## src/rtl/sezd_pkg.sv

```systemverilog
// ----------------------------------------------------------------------------
// sezd_pkg
// Types, codes and constants of the screen edge zone detector.
// ----------------------------------------------------------------------------
package sezd_pkg;

  // Monitor table depth and the index and count widths that follow from it.
  localparam int MAX_MON = 8;
  localparam int IDX_W   = (MAX_MON > 1) ? $clog2(MAX_MON) : 1;
  localparam int CNT_W   = $clog2(MAX_MON + 1);

  // Command queue between the front and the back.
  localparam int Q_DEPTH = 2;
  localparam int Q_PTR_W = (Q_DEPTH > 1) ? $clog2(Q_DEPTH) : 1;

  // Configuration register indexes.
  localparam int CFG_IDX_W = 3;
  localparam logic [CFG_IDX_W-1:0] CFG_DETECT_ENABLE    = 3'd0;
  localparam logic [CFG_IDX_W-1:0] CFG_OUTER_EDGES_ONLY = 3'd1;
  localparam logic [CFG_IDX_W-1:0] CFG_EDGE_THICKNESS   = 3'd2;
  localparam logic [CFG_IDX_W-1:0] CFG_CORNER_SIZE      = 3'd3;
  localparam logic [CFG_IDX_W-1:0] CFG_ZONE_ENABLE_MASK = 3'd4;
  localparam logic [CFG_IDX_W-1:0] CFG_MONITOR_COUNT    = 3'd5;

  localparam logic [11:0] EDGE_THICKNESS_RST = 12'd32;
  localparam logic [11:0] CORNER_SIZE_RST    = 12'd160;

  // Item kinds.
  localparam logic KIND_LOAD   = 1'b0;
  localparam logic KIND_CURSOR = 1'b1;

  // Zone codes, in test priority order.
  localparam logic [2:0] ZONE_TOPLEFT     = 3'd0;
  localparam logic [2:0] ZONE_TOPRIGHT    = 3'd1;
  localparam logic [2:0] ZONE_BOTTOMLEFT  = 3'd2;
  localparam logic [2:0] ZONE_BOTTOMRIGHT = 3'd3;
  localparam logic [2:0] ZONE_LEFT        = 3'd4;
  localparam logic [2:0] ZONE_RIGHT       = 3'd5;
  localparam logic [2:0] ZONE_TOP         = 3'd6;
  localparam logic [2:0] ZONE_BOTTOM      = 3'd7;

  // Pixel conversion: ceil(v * dpi / 1536) = floor((v * dpi + 1535) / 512 / 3),
  // with the division by three done as a multiply by 43691 / 2^17.
  localparam logic [21:0] PIX_ROUND = 22'd1535;
  localparam logic [15:0] RECIP3    = 16'd43691;

  typedef struct packed {
    logic signed [15:0] left;
    logic signed [15:0] top;
    logic signed [15:0] right;
    logic signed [15:0] bottom;
    logic [9:0]         dpi;
  } mon_entry_t;

  typedef struct packed {
    logic               is_cursor;
    logic [IDX_W-1:0]   slot;
    logic signed [15:0] cx;
    logic signed [15:0] cy;
    mon_entry_t         entry;
  } cmd_t;

  typedef struct packed {
    logic             detect_enable;
    logic             outer_edges_only;
    logic [11:0]      edge_thickness;
    logic [11:0]      corner_size;
    logic [7:0]       zone_mask;
    logic [CNT_W-1:0] count;
  } cfg_t;

endpackage

```

## src/rtl/sezd_fifo.sv

```systemverilog
// ----------------------------------------------------------------------------
// sezd_fifo
// Short command queue that decouples the front from the back.
// ----------------------------------------------------------------------------
module sezd_fifo
  import sezd_pkg::*;
(
  input  logic clk,
  input  logic rst_n,
  input  logic push,
  input  cmd_t push_data,
  output logic full,
  input  logic pop,
  output cmd_t pop_data,
  output logic empty
);

  cmd_t             q_mem [Q_DEPTH];
  logic [Q_PTR_W:0] wr_ptr_r, wr_ptr_nxt;
  logic [Q_PTR_W:0] rd_ptr_r, rd_ptr_nxt;

  assign empty = (wr_ptr_r == rd_ptr_r);
  assign full  = (wr_ptr_r[Q_PTR_W] != rd_ptr_r[Q_PTR_W]) &&
                 (wr_ptr_r[Q_PTR_W-1:0] == rd_ptr_r[Q_PTR_W-1:0]);
  assign pop_data = q_mem[rd_ptr_r[Q_PTR_W-1:0]];

  always_comb begin
    wr_ptr_nxt = wr_ptr_r;
    rd_ptr_nxt = rd_ptr_r;
    if (push && !full) begin
      wr_ptr_nxt = wr_ptr_r + (Q_PTR_W+1)'(1);
    end
    if (pop && !empty) begin
      rd_ptr_nxt = rd_ptr_r + (Q_PTR_W+1)'(1);
    end
  end

  always_ff @(posedge clk) begin
    if (!rst_n) begin
      wr_ptr_r <= '0;
      rd_ptr_r <= '0;
    end else begin
      wr_ptr_r <= wr_ptr_nxt;
      rd_ptr_r <= rd_ptr_nxt;
    end
  end

  always_ff @(posedge clk) begin
    if (push && !full) begin
      q_mem[wr_ptr_r[Q_PTR_W-1:0]] <= push_data;
    end
  end

endmodule

```

## src/rtl/sezd_front.sv

```systemverilog
// ----------------------------------------------------------------------------
// sezd_front
// Input stage: takes items, sorts loads from cursor samples, drops loads
// aimed past the table, and hands commands to the queue.
// ----------------------------------------------------------------------------
module sezd_front
  import sezd_pkg::*;
(
  input  logic        clk,
  input  logic        rst_n,
  input  logic        in_valid,
  output logic        in_stall,
  input  logic        in_kind,
  input  logic [2:0]  in_slot,
  input  logic [15:0] in_cursor_x,
  input  logic [15:0] in_cursor_y,
  input  logic [15:0] in_bound_left,
  input  logic [15:0] in_bound_top,
  input  logic [15:0] in_bound_right,
  input  logic [15:0] in_bound_bottom,
  input  logic [9:0]  in_monitor_dpi,
  input  logic        q_full,
  output logic        q_push,
  output cmd_t        q_data
);

  logic cmd_valid_r, cmd_valid_nxt;
  cmd_t cmd_r, cmd_nxt;
  logic take;
  logic keep;

  assign in_stall = cmd_valid_r && q_full;
  assign take     = in_valid && !in_stall;
  assign q_push   = cmd_valid_r && !q_full;
  assign q_data   = cmd_r;

  always_comb begin
    cmd_nxt.is_cursor    = (in_kind == KIND_CURSOR);
    cmd_nxt.slot         = IDX_W'(in_slot);
    cmd_nxt.cx           = $signed(in_cursor_x);
    cmd_nxt.cy           = $signed(in_cursor_y);
    cmd_nxt.entry.left   = $signed(in_bound_left);
    cmd_nxt.entry.top    = $signed(in_bound_top);
    cmd_nxt.entry.right  = $signed(in_bound_right);
    cmd_nxt.entry.bottom = $signed(in_bound_bottom);
    cmd_nxt.entry.dpi    = in_monitor_dpi;
    // A load for a slot past the table is taken and then forgotten.
    keep = (in_kind == KIND_CURSOR) || (int'(in_slot) < MAX_MON);

    cmd_valid_nxt = cmd_valid_r;
    if (take) begin
      cmd_valid_nxt = keep;
    end else if (q_push) begin
      cmd_valid_nxt = 1'b0;
    end
  end

  always_ff @(posedge clk) begin
    if (!rst_n) begin
      cmd_valid_r <= 1'b0;
    end else begin
      cmd_valid_r <= cmd_valid_nxt;
    end
  end

  always_ff @(posedge clk) begin
    if (take) begin
      cmd_r <= cmd_nxt;
    end
  end

endmodule

```

## src/rtl/sezd_back.sv

```systemverilog
// ----------------------------------------------------------------------------
// sezd_back
// Execution engine: owns the monitor table, scans it for the cursor's
// monitor, converts the zone sizes to pixels, in outer-edges mode checks for
// shared sides, and picks the first enabled zone.
// ----------------------------------------------------------------------------
module sezd_back
  import sezd_pkg::*;
(
  input  logic       clk,
  input  logic       rst_n,
  input  cfg_t       cfg,
  input  logic       q_empty,
  input  cmd_t       q_cmd,
  output logic       q_pop,
  output logic       out_valid,
  input  logic       out_stall,
  output logic       out_hit,
  output logic [2:0] out_zone,
  output logic [2:0] out_monitor_index
);

  typedef enum logic [5:0] {
    ST_IDLE   = 6'b000001,
    ST_FIND   = 6'b000010,
    ST_CONV   = 6'b000100,
    ST_OUTER  = 6'b001000,
    ST_DECIDE = 6'b010000,
    ST_EMIT   = 6'b100000
  } state_t;

  function automatic logic signed [16:0] sx17(input logic signed [15:0] v);
    return {v[15], v};
  endfunction

  function automatic logic holds(input mon_entry_t e,
                                 input logic signed [16:0] x,
                                 input logic signed [16:0] y);
    return (x >= sx17(e.left)) && (x < sx17(e.right)) &&
           (y >= sx17(e.top)) && (y < sx17(e.bottom));
  endfunction

  function automatic logic [11:0] pix_fix(input logic [28:0] p);
    logic [11:0] q;
    q = p[28:17];
    return (q == '0) ? 12'd1 : q;
  endfunction

  state_t state_r, state_nxt;

  // Table memory with a registered read port.
  mon_entry_t       mem [MAX_MON];
  mon_entry_t       rd_q_r;
  logic             mem_we;

  logic [IDX_W-1:0] cnt_r, cnt_nxt;
  logic [2:0]       step_r, step_nxt;
  logic signed [15:0] cx_r, cx_nxt, cy_r, cy_nxt;
  mon_entry_t       sel_r, sel_nxt;
  logic [IDX_W-1:0] sel_idx_r, sel_idx_nxt;
  logic [28:0]      prod_r, prod_nxt;
  logic [11:0]      th_r, th_nxt, cs_r, cs_nxt;
  logic [3:0]       side_ok_r, side_ok_nxt;   // left, right, top, bottom
  logic             res_hit_r, res_hit_nxt;
  logic [2:0]       res_zone_r, res_zone_nxt;
  logic [2:0]       res_idx_r, res_idx_nxt;
  logic             out_valid_r, out_valid_nxt;
  logic             out_hit_r, out_hit_nxt;
  logic [2:0]       out_zone_r, out_zone_nxt;
  logic [2:0]       out_idx_r, out_idx_nxt;

  logic [12:0]      mul_a;
  logic [15:0]      mul_b;
  logic [28:0]      mul_p;
  logic [21:0]      rnd_sum;
  logic             last_entry;

  logic signed [17:0] cx18, cy18, l18, t18, r18, b18, cs18, th18;
  logic signed [16:0] px_l, px_r, px_t, px_b;
  logic [7:0]         cand;
  logic               found;

  assign mul_p      = mul_a * mul_b;
  assign rnd_sum    = prod_r[21:0] + PIX_ROUND;
  assign last_entry = (CNT_W'(cnt_r) + CNT_W'(1)) == cfg.count;

  assign q_pop             = (state_r == ST_IDLE) && !q_empty;
  assign out_valid         = out_valid_r;
  assign out_hit           = out_hit_r;
  assign out_zone          = out_zone_r;
  assign out_monitor_index = out_idx_r;

  always_comb begin
    cx18 = {{2{cx_r[15]}}, cx_r};
    cy18 = {{2{cy_r[15]}}, cy_r};
    l18  = {{2{sel_r.left[15]}}, sel_r.left};
    t18  = {{2{sel_r.top[15]}}, sel_r.top};
    r18  = {{2{sel_r.right[15]}}, sel_r.right};
    b18  = {{2{sel_r.bottom[15]}}, sel_r.bottom};
    cs18 = $signed({6'b0, cs_r});
    th18 = $signed({6'b0, th_r});
    // The pixels just beyond each side of the selected monitor.
    px_l = sx17(sel_r.left) - 17'sd1;
    px_r = sx17(sel_r.right);
    px_t = sx17(sel_r.top) - 17'sd1;
    px_b = sx17(sel_r.bottom);

    cand[ZONE_TOPLEFT]     = side_ok_r[0] && side_ok_r[2] &&
                             (cx18 < l18 + cs18) && (cy18 < t18 + cs18);
    cand[ZONE_TOPRIGHT]    = side_ok_r[1] && side_ok_r[2] &&
                             (cx18 >= r18 - cs18) && (cy18 < t18 + cs18);
    cand[ZONE_BOTTOMLEFT]  = side_ok_r[0] && side_ok_r[3] &&
                             (cx18 < l18 + cs18) && (cy18 >= b18 - cs18);
    cand[ZONE_BOTTOMRIGHT] = side_ok_r[1] && side_ok_r[3] &&
                             (cx18 >= r18 - cs18) && (cy18 >= b18 - cs18);
    cand[ZONE_LEFT]        = side_ok_r[0] && (cx18 < l18 + th18);
    cand[ZONE_RIGHT]       = side_ok_r[1] && (cx18 >= r18 - th18);
    cand[ZONE_TOP]         = side_ok_r[2] && (cy18 < t18 + th18);
    cand[ZONE_BOTTOM]      = side_ok_r[3] && (cy18 >= b18 - th18);
  end

  always_comb begin
    state_nxt     = state_r;
    cnt_nxt       = cnt_r;
    step_nxt      = step_r;
    cx_nxt        = cx_r;
    cy_nxt        = cy_r;
    sel_nxt       = sel_r;
    sel_idx_nxt   = sel_idx_r;
    prod_nxt      = prod_r;
    th_nxt        = th_r;
    cs_nxt        = cs_r;
    side_ok_nxt   = side_ok_r;
    res_hit_nxt   = res_hit_r;
    res_zone_nxt  = res_zone_r;
    res_idx_nxt   = res_idx_r;
    out_valid_nxt = out_valid_r && out_stall;
    out_hit_nxt   = out_hit_r;
    out_zone_nxt  = out_zone_r;
    out_idx_nxt   = out_idx_r;
    mem_we        = 1'b0;
    mul_a         = {1'b0, cfg.edge_thickness};
    mul_b         = {6'b0, sel_r.dpi};
    found         = 1'b0;

    unique case (state_r)
      ST_IDLE: begin
        if (!q_empty) begin
          if (q_cmd.is_cursor) begin
            cx_nxt       = q_cmd.cx;
            cy_nxt       = q_cmd.cy;
            res_hit_nxt  = 1'b0;
            res_zone_nxt = '0;
            res_idx_nxt  = '0;
            cnt_nxt      = '0;
            if (!cfg.detect_enable || (cfg.count == '0)) begin
              state_nxt = ST_EMIT;
            end else begin
              state_nxt = ST_FIND;
            end
          end else begin
            mem_we = 1'b1;
          end
        end
      end
      ST_FIND: begin
        // rd_q_r holds table entry cnt_r here.
        if (holds(rd_q_r, sx17(cx_r), sx17(cy_r))) begin
          sel_nxt     = rd_q_r;
          sel_idx_nxt = cnt_r;
          step_nxt    = '0;
          state_nxt   = ST_CONV;
        end else if (last_entry) begin
          state_nxt = ST_EMIT;
        end else begin
          cnt_nxt = cnt_r + IDX_W'(1);
        end
      end
      ST_CONV: begin
        // One shared multiplier: product, then the reciprocal of three,
        // first for the edge thickness and then for the corner size.
        step_nxt = step_r + 3'd1;
        case (step_r)
          3'd0: begin
            prod_nxt = mul_p;
          end
          3'd1: begin
            mul_a    = rnd_sum[21:9];
            mul_b    = RECIP3;
            prod_nxt = mul_p;
          end
          3'd2: begin
            th_nxt   = pix_fix(prod_r);
            mul_a    = {1'b0, cfg.corner_size};
            prod_nxt = mul_p;
          end
          3'd3: begin
            mul_a    = rnd_sum[21:9];
            mul_b    = RECIP3;
            prod_nxt = mul_p;
          end
          default: begin
            cs_nxt      = pix_fix(prod_r);
            side_ok_nxt = 4'b1111;
            cnt_nxt     = '0;
            state_nxt   = cfg.outer_edges_only ? ST_OUTER : ST_DECIDE;
          end
        endcase
      end
      ST_OUTER: begin
        if (cnt_r != sel_idx_r) begin
          if (holds(rd_q_r, px_l, sx17(cy_r))) side_ok_nxt[0] = 1'b0;
          if (holds(rd_q_r, px_r, sx17(cy_r))) side_ok_nxt[1] = 1'b0;
          if (holds(rd_q_r, sx17(cx_r), px_t)) side_ok_nxt[2] = 1'b0;
          if (holds(rd_q_r, sx17(cx_r), px_b)) side_ok_nxt[3] = 1'b0;
        end
        if (last_entry) begin
          state_nxt = ST_DECIDE;
        end else begin
          cnt_nxt = cnt_r + IDX_W'(1);
        end
      end
      ST_DECIDE: begin
        for (int z = 0; z < 8; z++) begin
          if (!found && cand[z] && cfg.zone_mask[z]) begin
            found        = 1'b1;
            res_hit_nxt  = 1'b1;
            res_zone_nxt = 3'(z);
            res_idx_nxt  = 3'(sel_idx_r);
          end
        end
        state_nxt = ST_EMIT;
      end
      ST_EMIT: begin
        if (!out_valid_r || !out_stall) begin
          out_valid_nxt = 1'b1;
          out_hit_nxt   = res_hit_r;
          out_zone_nxt  = res_zone_r;
          out_idx_nxt   = res_idx_r;
          state_nxt     = ST_IDLE;
        end
      end
      default: begin
        state_nxt = ST_IDLE;
      end
    endcase
  end

  always_ff @(posedge clk) begin
    if (!rst_n) begin
      state_r     <= ST_IDLE;
      out_valid_r <= 1'b0;
    end else begin
      state_r     <= state_nxt;
      out_valid_r <= out_valid_nxt;
    end
  end

  always_ff @(posedge clk) begin
    cnt_r      <= cnt_nxt;
    step_r     <= step_nxt;
    cx_r       <= cx_nxt;
    cy_r       <= cy_nxt;
    sel_r      <= sel_nxt;
    sel_idx_r  <= sel_idx_nxt;
    prod_r     <= prod_nxt;
    th_r       <= th_nxt;
    cs_r       <= cs_nxt;
    side_ok_r  <= side_ok_nxt;
    res_hit_r  <= res_hit_nxt;
    res_zone_r <= res_zone_nxt;
    res_idx_r  <= res_idx_nxt;
    out_hit_r  <= out_hit_nxt;
    out_zone_r <= out_zone_nxt;
    out_idx_r  <= out_idx_nxt;
  end

  // The read address follows the next scan index, so in the scan states rd_q_r
  // holds the entry that cnt_r points at.
  always_ff @(posedge clk) begin
    if (mem_we) begin
      mem[q_cmd.slot] <= q_cmd.entry;
    end
    rd_q_r <= mem[cnt_nxt];
  end

endmodule

```

## src/rtl/screen_edge_zone_detect.sv

```systemverilog
// ----------------------------------------------------------------------------
// screen_edge_zone_detect
// Top level: configuration registers, input front, command queue and
// zone detection engine.
// ----------------------------------------------------------------------------
// Load items write one monitor rectangle and its DPI into an eight-entry
// table; each cursor sample gives one result with a hit flag, the zone and
// the monitor index. Items pass a front register and a two-entry queue, so
// the input keeps taking items while the engine works. The engine reads the
// table through one registered port, one entry per cycle. A cursor sample
// gives a miss without a scan when detection is off or the monitor count is
// zero; else the engine scans the table up to the first entry that holds it,
// over at most monitor_count entries capped at eight, and gives a miss if
// none does. Outer-edges mode adds a scan of the neighboring monitors. The
// zone size conversion shares one multiplier. A result that waits on a
// stalled output holds the engine for as long as the stall lasts.
// Configuration writes are always accepted and take effect at once; write
// them only while idle.
// ----------------------------------------------------------------------------
module screen_edge_zone_detect
  import sezd_pkg::*;
(
  input  logic        clk,
  input  logic        rst_n,
  input  logic        in_valid,
  output logic        in_stall,
  input  logic        in_kind,
  input  logic [2:0]  in_slot,
  input  logic [15:0] in_cursor_x,
  input  logic [15:0] in_cursor_y,
  input  logic [15:0] in_bound_left,
  input  logic [15:0] in_bound_top,
  input  logic [15:0] in_bound_right,
  input  logic [15:0] in_bound_bottom,
  input  logic [9:0]  in_monitor_dpi,
  output logic        out_valid,
  input  logic        out_stall,
  output logic        out_hit,
  output logic [2:0]  out_zone,
  output logic [2:0]  out_monitor_index,
  input  logic        cfg_valid,
  output logic        cfg_ready,
  input  logic [2:0]  cfg_index,
  input  logic [11:0] cfg_data
);

  logic        detect_enable_r;
  logic        outer_edges_only_r;
  logic [11:0] edge_thickness_r;
  logic [11:0] corner_size_r;
  logic [7:0]  zone_mask_r;
  logic [3:0]  monitor_count_r;
  cfg_t        cfg;

  logic        q_push, q_full, q_pop, q_empty;
  cmd_t        q_in, q_out;

  assign cfg_ready = 1'b1;

  always_ff @(posedge clk) begin
    if (!rst_n) begin
      detect_enable_r    <= 1'b0;
      outer_edges_only_r <= 1'b0;
      edge_thickness_r   <= EDGE_THICKNESS_RST;
      corner_size_r      <= CORNER_SIZE_RST;
      zone_mask_r        <= '0;
      monitor_count_r    <= '0;
    end else if (cfg_valid && cfg_ready) begin
      unique case (cfg_index)
        CFG_DETECT_ENABLE:    detect_enable_r    <= cfg_data[0];
        CFG_OUTER_EDGES_ONLY: outer_edges_only_r <= cfg_data[0];
        CFG_EDGE_THICKNESS:   edge_thickness_r   <= cfg_data;
        CFG_CORNER_SIZE:      corner_size_r      <= cfg_data;
        CFG_ZONE_ENABLE_MASK: zone_mask_r        <= cfg_data[7:0];
        CFG_MONITOR_COUNT:    monitor_count_r    <= cfg_data[3:0];
        default: begin
        end
      endcase
    end
  end

  always_comb begin
    cfg.detect_enable    = detect_enable_r;
    cfg.outer_edges_only = outer_edges_only_r;
    cfg.edge_thickness   = edge_thickness_r;
    cfg.corner_size      = corner_size_r;
    cfg.zone_mask        = zone_mask_r;
    // A count above the table depth scans the whole table.
    if (int'(monitor_count_r) > MAX_MON) begin
      cfg.count = CNT_W'(MAX_MON);
    end else begin
      cfg.count = CNT_W'(monitor_count_r);
    end
  end

  sezd_front u_front (
    .clk             (clk),
    .rst_n           (rst_n),
    .in_valid        (in_valid),
    .in_stall        (in_stall),
    .in_kind         (in_kind),
    .in_slot         (in_slot),
    .in_cursor_x     (in_cursor_x),
    .in_cursor_y     (in_cursor_y),
    .in_bound_left   (in_bound_left),
    .in_bound_top    (in_bound_top),
    .in_bound_right  (in_bound_right),
    .in_bound_bottom (in_bound_bottom),
    .in_monitor_dpi  (in_monitor_dpi),
    .q_full          (q_full),
    .q_push          (q_push),
    .q_data          (q_in)
  );

  sezd_fifo u_fifo (
    .clk       (clk),
    .rst_n     (rst_n),
    .push      (q_push),
    .push_data (q_in),
    .full      (q_full),
    .pop       (q_pop),
    .pop_data  (q_out),
    .empty     (q_empty)
  );

  sezd_back u_back (
    .clk               (clk),
    .rst_n             (rst_n),
    .cfg               (cfg),
    .q_empty           (q_empty),
    .q_cmd             (q_out),
    .q_pop             (q_pop),
    .out_valid         (out_valid),
    .out_stall         (out_stall),
    .out_hit           (out_hit),
    .out_zone          (out_zone),
    .out_monitor_index (out_monitor_index)
  );

endmodule

```

## config.mk

```make
export PLATFORM = sky130hd
export DESIGN_NAME = screen_edge_zone_detect
export DESIGN_NICKNAME = d
export VERILOG_FILES = /design/src/rtl/sezd_pkg.sv /design/src/rtl/sezd_fifo.sv /design/src/rtl/sezd_front.sv /design/src/rtl/sezd_back.sv /design/src/rtl/screen_edge_zone_detect.sv
export SDC_FILE = /design/constraint.sdc
export NUM_CORES = 2
export LEC_CHECK = 0
export BUFFER_PORTS_ARGS = -buffer_cell sky130_fd_sc_hd__buf_2
export CAP_MARGIN = 0
export CORE_MARGIN = 3
export CORE_UTILIZATION = 53
export DETAILED_ROUTE_END_ITERATION = 6
export PLACE_DENSITY = 0.69
export SLEW_MARGIN = 5
export SYNTH_ARGS = -nofsm -noshare
export SYNTH_HDL_FRONTEND = slang
export SYNTH_SLANG_ARGS = --single-unit
```

## constraint.sdc

```tcl
create_clock -name clk -period 8.85 [get_ports clk]
set_input_delay 0 -clock clk [delete_from_list [all_inputs] [get_ports clk]]
set_output_delay 0 -clock clk [all_outputs]
set_load 0.01 [all_outputs]
```

* Word-level counts from Yosys, hierarchy flattened
Memory sizes are Yosys's and may differ from the RTL's. A register that Yosys moved wholly into a read port is not among the register bits.
Index checks and enable logic that the tools add are counted.
** Operators by class
- $add $sub $neg :: 16
- Multiply operators :: 1
- Div/mod/pow operators :: 0
- Magnitude comparators :: 21
- Eq/ne operators :: 32
- Shift-type cells :: 0
- Muxes and demuxes :: 89
- Bitwise logic cells :: 2
- Reduce and logical (&&, ||, !) cells :: 96
** Operators by type and width (number)
- $mux 3 :: 24
- $add 16x13->17 :: 4
- $ge 16x17->1 :: 4
- $lt 16x17->1 :: 4
- $sub 16x13->17 :: 4
- $ge 16x16->1 :: 4
- $lt 16x16->1 :: 4
- $logic_and 1x1->1 :: 52
- $mux 6 :: 8
- $mux 1 :: 41
- $pmux 6 s6 :: 1
- $ge 17x16->1 :: 2
- $lt 17x16->1 :: 2
- $sub 16x2->17 const B :: 2
- $mux 16 :: 2
- $mul 13x16->29 :: 1
- $pmux 13 s2 :: 1
- $reduce_and 2->1 :: 12
- $add 22x11->22 const B :: 1
- $reduce_and 4->1 :: 5
- $pmux 3 s2 :: 3
- $ne 2x1->1 const B :: 8
- $logic_not 1->1 :: 13
- $mux 13 :: 1
- 37 further kinds :: 54
** Word-level totals
- Register bits after elaboration :: 346
- Latch bits :: 0
- Bits in writable memories :: 812
- Memory bits (read-only) :: 0
- Input port bits :: 130
- Output and inout bits :: 10
- Word-level logic and storage cells :: 302
- Memories :: 2
** Memory list
- u_back.mem :: words 8, width 74, rd ports 1, clocked after Yosys merged registers in 1, wr ports 1, line sezd_back.sv:52 : mon_entry_t mem [MAX_MON];
- u_fifo.q_mem :: words 2, width 110, rd ports 1, clocked after Yosys merged registers in 1, wr ports 1, line sezd_fifo.sv:18 : cmd_t q_mem [Q_DEPTH];

* Depth between registers and ports, before layout
- Word-level depth :: 42
- Mapped depth :: 30
- Gate-level depth less buffers :: 30

* Modules after synthesis
A second synthesis with hierarchy kept.
** Unflattened totals
- Cell total of the unflattened synthesis :: 4482
- Area, all modules :: 62755.2 µm²
** By module, submodules not included
- sezd_back :: instances 1, cells an instance 3844, area each 49727.7 µm², seq. area each 24953.9 µm²
- sezd_fifo :: instances 1, cells an instance 374, area each 8174.1 µm², seq. area each 6706.4 µm²
- sezd_front :: instances 1, cells an instance 115, area each 3353.2 µm², seq. area each 3323.2 µm²
- screen_edge_zone_detect :: instances 1, cells an instance 149, area each 1500.2 µm², seq. area each 760.7 µm²

* Worst setup path before layout
OpenSTA, ideal clock, no wires.
- Kind :: register -> register
- Start point :: register u_back.step_r[0]
- End point :: register u_back.prod_r[25] (data pin)
- Setup time :: 0.258 ns
- Arrival :: 7.139 ns
- Data required time :: 8.592 ns
- Path slack :: 1.453 ns
- Stages on the path, launching flop included :: 27
- Buffers on the path :: 1
- Clock period less this slack :: 7.397 ns
- Cells stage by stage :: edfxtp_1 > inv_1 > ha_1 > nor2b_1 > clkbuf_1 > nor2b_1 > a22oi_1 > o21ai_1 > nand2_1 > fa_1 > fa_1 > inv_1 > fa_1 > inv_1 > fa_1 > inv_1 > fa_1 > ha_1 > o211ai_1 > a21oi_1 > a2111oi_1 > nor3_1 > o41ai_1 > a31oi_1 > a21o_1 > a21oi_1 > xnor2_1
** Between the ends
- Longest elaborated chain between the ends :: 5
- Elaborated cells on any way between the ends :: 9
- Classes of those cells :: 1 x mul; 3 x eq/ne; 4 x mux; 1 x reduce/logical
** Ends and longest elaborated chain
- from (decl) :: line sezd_back.sv:57 : logic [2:0] step_r, step_nxt;
- from (signal assigned) :: line sezd_back.sv:261 : step_r <= step_nxt;
- $eq 3x1->1 / $eq 3x2->1 (equally long branches) :: line sezd_back.sv:183 : case (step_r)
- $reduce_or 2->1 (no source line)
- $pmux 13 s2 / $mux 16 (equally long branches) :: line sezd_back.sv:183
- $mux 13 / $mux 16 (equally long branches) :: line sezd_back.sv:146 : unique case (state_r)
- $mul 13x16->29 (*) :: line sezd_back.sv:83 : assign mul_p = mul_a * mul_b;
- net u_back.mul_p[25] :: line sezd_back.sv:74 : logic [28:0] mul_p;
- to (signal assigned) :: line sezd_back.sv:266 : prod_r <= prod_nxt;
- to (decl) :: line sezd_back.sv:61 : logic [28:0] prod_r, prod_nxt;
The timed path passes the listed nets; every way through them passes the cells marked *.
A chain may end at the register's enable or synchronous reset.

* Worst setup path in the final report
- Start point :: register u_back.prod_r[4]
- End point :: register u_back.prod_r[25] (data pin)
** Between the ends
- Longest elaborated chain between the ends :: 4
** Ends and longest elaborated chain
- $add 22x11->22 :: line sezd_back.sv:84 : assign rnd_sum = prod_r[21:0] + PIX_ROUND;
- $pmux 13 s2 :: line sezd_back.sv:183
- $mux 13 :: line sezd_back.sv:146
- $mul 13x16->29 :: line sezd_back.sv:83
- net u_back.mul_p[25] :: line sezd_back.sv:74
The timed path passes the listed nets, and every way through them passes these cells.

==> results.toml <==
[placement]
place_congestion = 0.9499
place_hpwl_um = 103900
post_dp_cell_area_um2 = 64870
preCtsSetupSlack_ps = 610.6
io_buffer_count = 138

[pwr]
swShare_pct = 24.67
power.net_switching_mw = 3.438
clkPwrFrac_pct = 37.0
leakagePower_nw = 28.01
ir_drop_mv = 0.1787
total_power_mw = 13.94
p_comb_share_pct = 11.6
internal-power_mw = 10.50
power.density_nw_per_um2 = 195.1
pwr-share-seq_pct = 51.4

[floorplanning]
rows = 125
coreArea_um2 = 116700
die_h_um = 349.6
die_w_um = 349.6
initial_core_util_pct = 53.62
die_area_um2 = 122200
io_pins = 140

[routing]
routed_wl_um = 157200
vias = 40720
postRouteAntennaNets = 0
drtIter0Drc = 3853
wl_per_cell_um = 23.18
drc_errors = 0
viasPerCell = 6.002
dr.pass1.iters = 5

[min_path]
min_path_type = "in2reg"
whs_path_depth = 2

[run]
max_cap_violations = 0

[logic_synthesis]
synth_top_area_share_pct = 53.04
synth_flop_cell = "edfxtp_1"
yosysWarnings = 0
synth_edf_count = 1105
synthArstFlopShare_pct = 0
ys_seq_area_share_pct = 57.14
yosysUniqueCellTypes = 85
syn_area_um2 = 62560
synth_area_per_cell_um2 = 13.02
synthTopCellsByArea = "edfxtp_1 53%, ha_1 10%, a2111oi_0 4.1%"
netlist_instances = 4803
synthDominantAreaCellType = "edfxtp_1"
ys_ff_latch = 1233

[setup_path]
arrival_ps = 8720
critPathMaxFanout = 10
ff2ff_path_depth = 25
crit_type = "reg2reg"
start_kind = "register"
worstSetupEndpointType = "register"
worst-endpoint-required_ps = 9340

[timing]
tns_ps = 0
setup_slack_ps = 614.1
worst_pin_slew_ps = 1235
grt_setup_unrepaired = "no"
max_freq_mhz = 121.4
hold_viol_final = 0
skew_ps = 62.28
drv_slew = 0
timing.final.crit_share_pct = 93.06
period_needed_ps = 8236
setup_violations = 0
slew-limit-headroom_pct = 16.90

[cells_and_area]
area_growth_pct = 14.19
fin_nets = 5919
postLayoutCellArea_um2 = 71440
post-route-util_pct = 61.23
layout-drive-gt1-share_pct = 10.69

[global_routing]
overflow = 0
grt_max_degree = 206
grt_antenna_before_repair = 7
grt_usage_pct = 25.66
grt_pass1_wl_um = 239900
grt_pass1_vias = 40560

[clock_tree]
cts_buffers = 121
clkSinkCount = 1233
clkSlewWorstSetupHoldPaths_ps = 60
ctsHtreeMaxLevel = 3
cts_tree = "yes"
clk_path_buf_depth = 3
cts-root-buf = "clkbuf_16"
clk_latency_ps = 740

[run_status]
outcome = "finished clean"
==> cells by family (layout without fill, tap and decap cells) <==
family / after synthesis / in the layout / synth area share (%)
fa+ha+maj: 638 / 638 / 14.26
compound gates: 909 / 909 / 10.67
buf+inv: 563 / 1016 / 3.566
xor+xnor: 176 / 176 / 2.464
other cells: 2 / 6 / 0.01201
flops: 1233 / 1233 / 57.14
mux: 125 / 125 / 2.212
simple gates: 1157 / 1157 / 9.675
==> worst max-delay path: stages (launching register included) <==
cell       delay (ps)
edfxtp_1          360
nor4_1            400
a31oi_1           300
o211a_1           330
nand3_1           110
xnor2_1           130
a22oi_1           110
o21ai_1           770
nand2_1           150
fa_1              510
inv_1              50
fa_1              400
fa_1              480
fa_1              560
fa_1              410
ha_1              340
o21a_1            140
o211ai_1          270
a21oi_1           130
a2111oi_1         560
nor3_1            190
o41ai_1           600
a31oi_1           220
a21o_1            210
a21oi_1           170
xnor2_1            80
==> power groups by stage <==
| stage | sequential [mW] | combinational [mW] | clock [mW] |
|---|---|---|---|
| 5_1_grt | 7.19 | 1.80 | 5.49 |
| 4_1_cts | 7.16 | 1.62 | 5.24 |
| 3_5_place_dp | 7.28 | 1.53 | 0 |
| 6_report | 7.17 | 1.62 | 5.15 |
| 2_1_floorplan | 7.18 | 1.04 | 0 |
| 3_3_place_gp | 7.27 | 1.50 | 0 |
==> flip-flops by register name, indices dropped and copies added, names as in the netlist, 4 cells and up, named ones only <==
register	cells
u_back.cy_r	16
u_back.sel_r	26
monitor_count_r	4
u_back.cs_r	12
edge_thickness_r	12
u_back.th_r	12
corner_size_r	12
u_back.prod_r	29
u_back.l18	16
zone_mask_r	8
u_back.state_r	6
u_back.b18	16
u_back.side_ok_r	4
u_back.px_r	16
u_front.q_data	110
u_back.cx_r	16
u_back.rd_q_r	74
u_fifo.q_mem	220
u_back.mem	592
==> cells in the mapped netlist (all sizes together) (12+ instances only) <==
library cell  instances
o21a                 35
mux2i                19
a211oi               12
xnor2                90
or3                  12
and3                313
a21boi               17
ha                  513
inv                 336
edfxtp             1105
nand2b               45
o21ai               142
a31oi                19
nand3                52
fa                  125
o211ai               17
a21o                 80
nor4                 90
dfxtp               128
nor3                 49
and2                 12
nor2                239
clkbuf              176
nor2b                46
a2111oi             304
nand4                28
mux2                106
o21bai               20
nand2               224
buf                  51
xor2                 86
a21oi               163
==> layout make-up <==
| type | count | area [um^2] |
|---|---|---|
| well taps | 1524 | 1907 |
| fillers | 9023 | 45240 |
| inverters | 336 | 1266 |
| multi-input cells | 3010 | 24710 |
| diodes | 1 | 2.502 |
| clock inverters | 68 | 673.1 |
| clock buffers | 163 | 3407 |
| repair buffers | 449 | 3721 |
| flip-flops and latches | 1233 | 35750 |
==> stage by stage <==
stage                     instances  hold WS [ps]
after detailed placement       6304         178.1
final                          6784         57.86
after floorplan                4806         98.87
after global placement         6304         176.1
after global routing           6783         70.45
after CTS                      6783         28.23
==> cells in the final DEF, fill, tap and decap left out, types with 127 or more instances in the layout <==
cell / count
dlygate4sd3_1: 248
buf_2: 138
a2111oi_0: 293
nand2_1: 222
inv_1: 333
o21ai_0: 134
edfxtp_1: 1105
dfxtp_1: 127
ha_1: 513
a21oi_1: 162
nor2_1: 226
and3_1: 312
==> worst paths after layout <==
kind | to | start | slack [ps]
worst min-delay path | u_front.q_data[84] | in_cursor_y[10] | 60
worst min register to register | u_back.sel_r[0] | u_back.rd_q_r[0] | 410
worst max-delay path | u_back.prod_r[25] | u_back.prod_r[4] | 610
worst max register to register | u_back.prod_r[25] | u_back.prod_r[4] | 610
==> metal layers <==
| metal | track usage, % | up-vias | share of wire [%] | wire (um) |
|---|---|---|---|---|
| met1 | 34.68 | 20160 | 42 | 66290 |
| met5 | 0 | - | 0.017 | 26 |
| li1 | - | 18990 | - | - |
| met4 | 8.071 | 4 | 2.9 | 4489 |
| met3 | 4.096 | 243 | 6.9 | 10850 |
| met2 | 42.78 | 1321 | 48 | 75580 |
==> what timing repair did <==
action                    4_1_cts  5_1_grt
hold endpoints to repair      183        0
buffers inserted                0        0
gates resized for setup         0        0
hold buffers                  248        0
(Power assumes the default switching activity.)
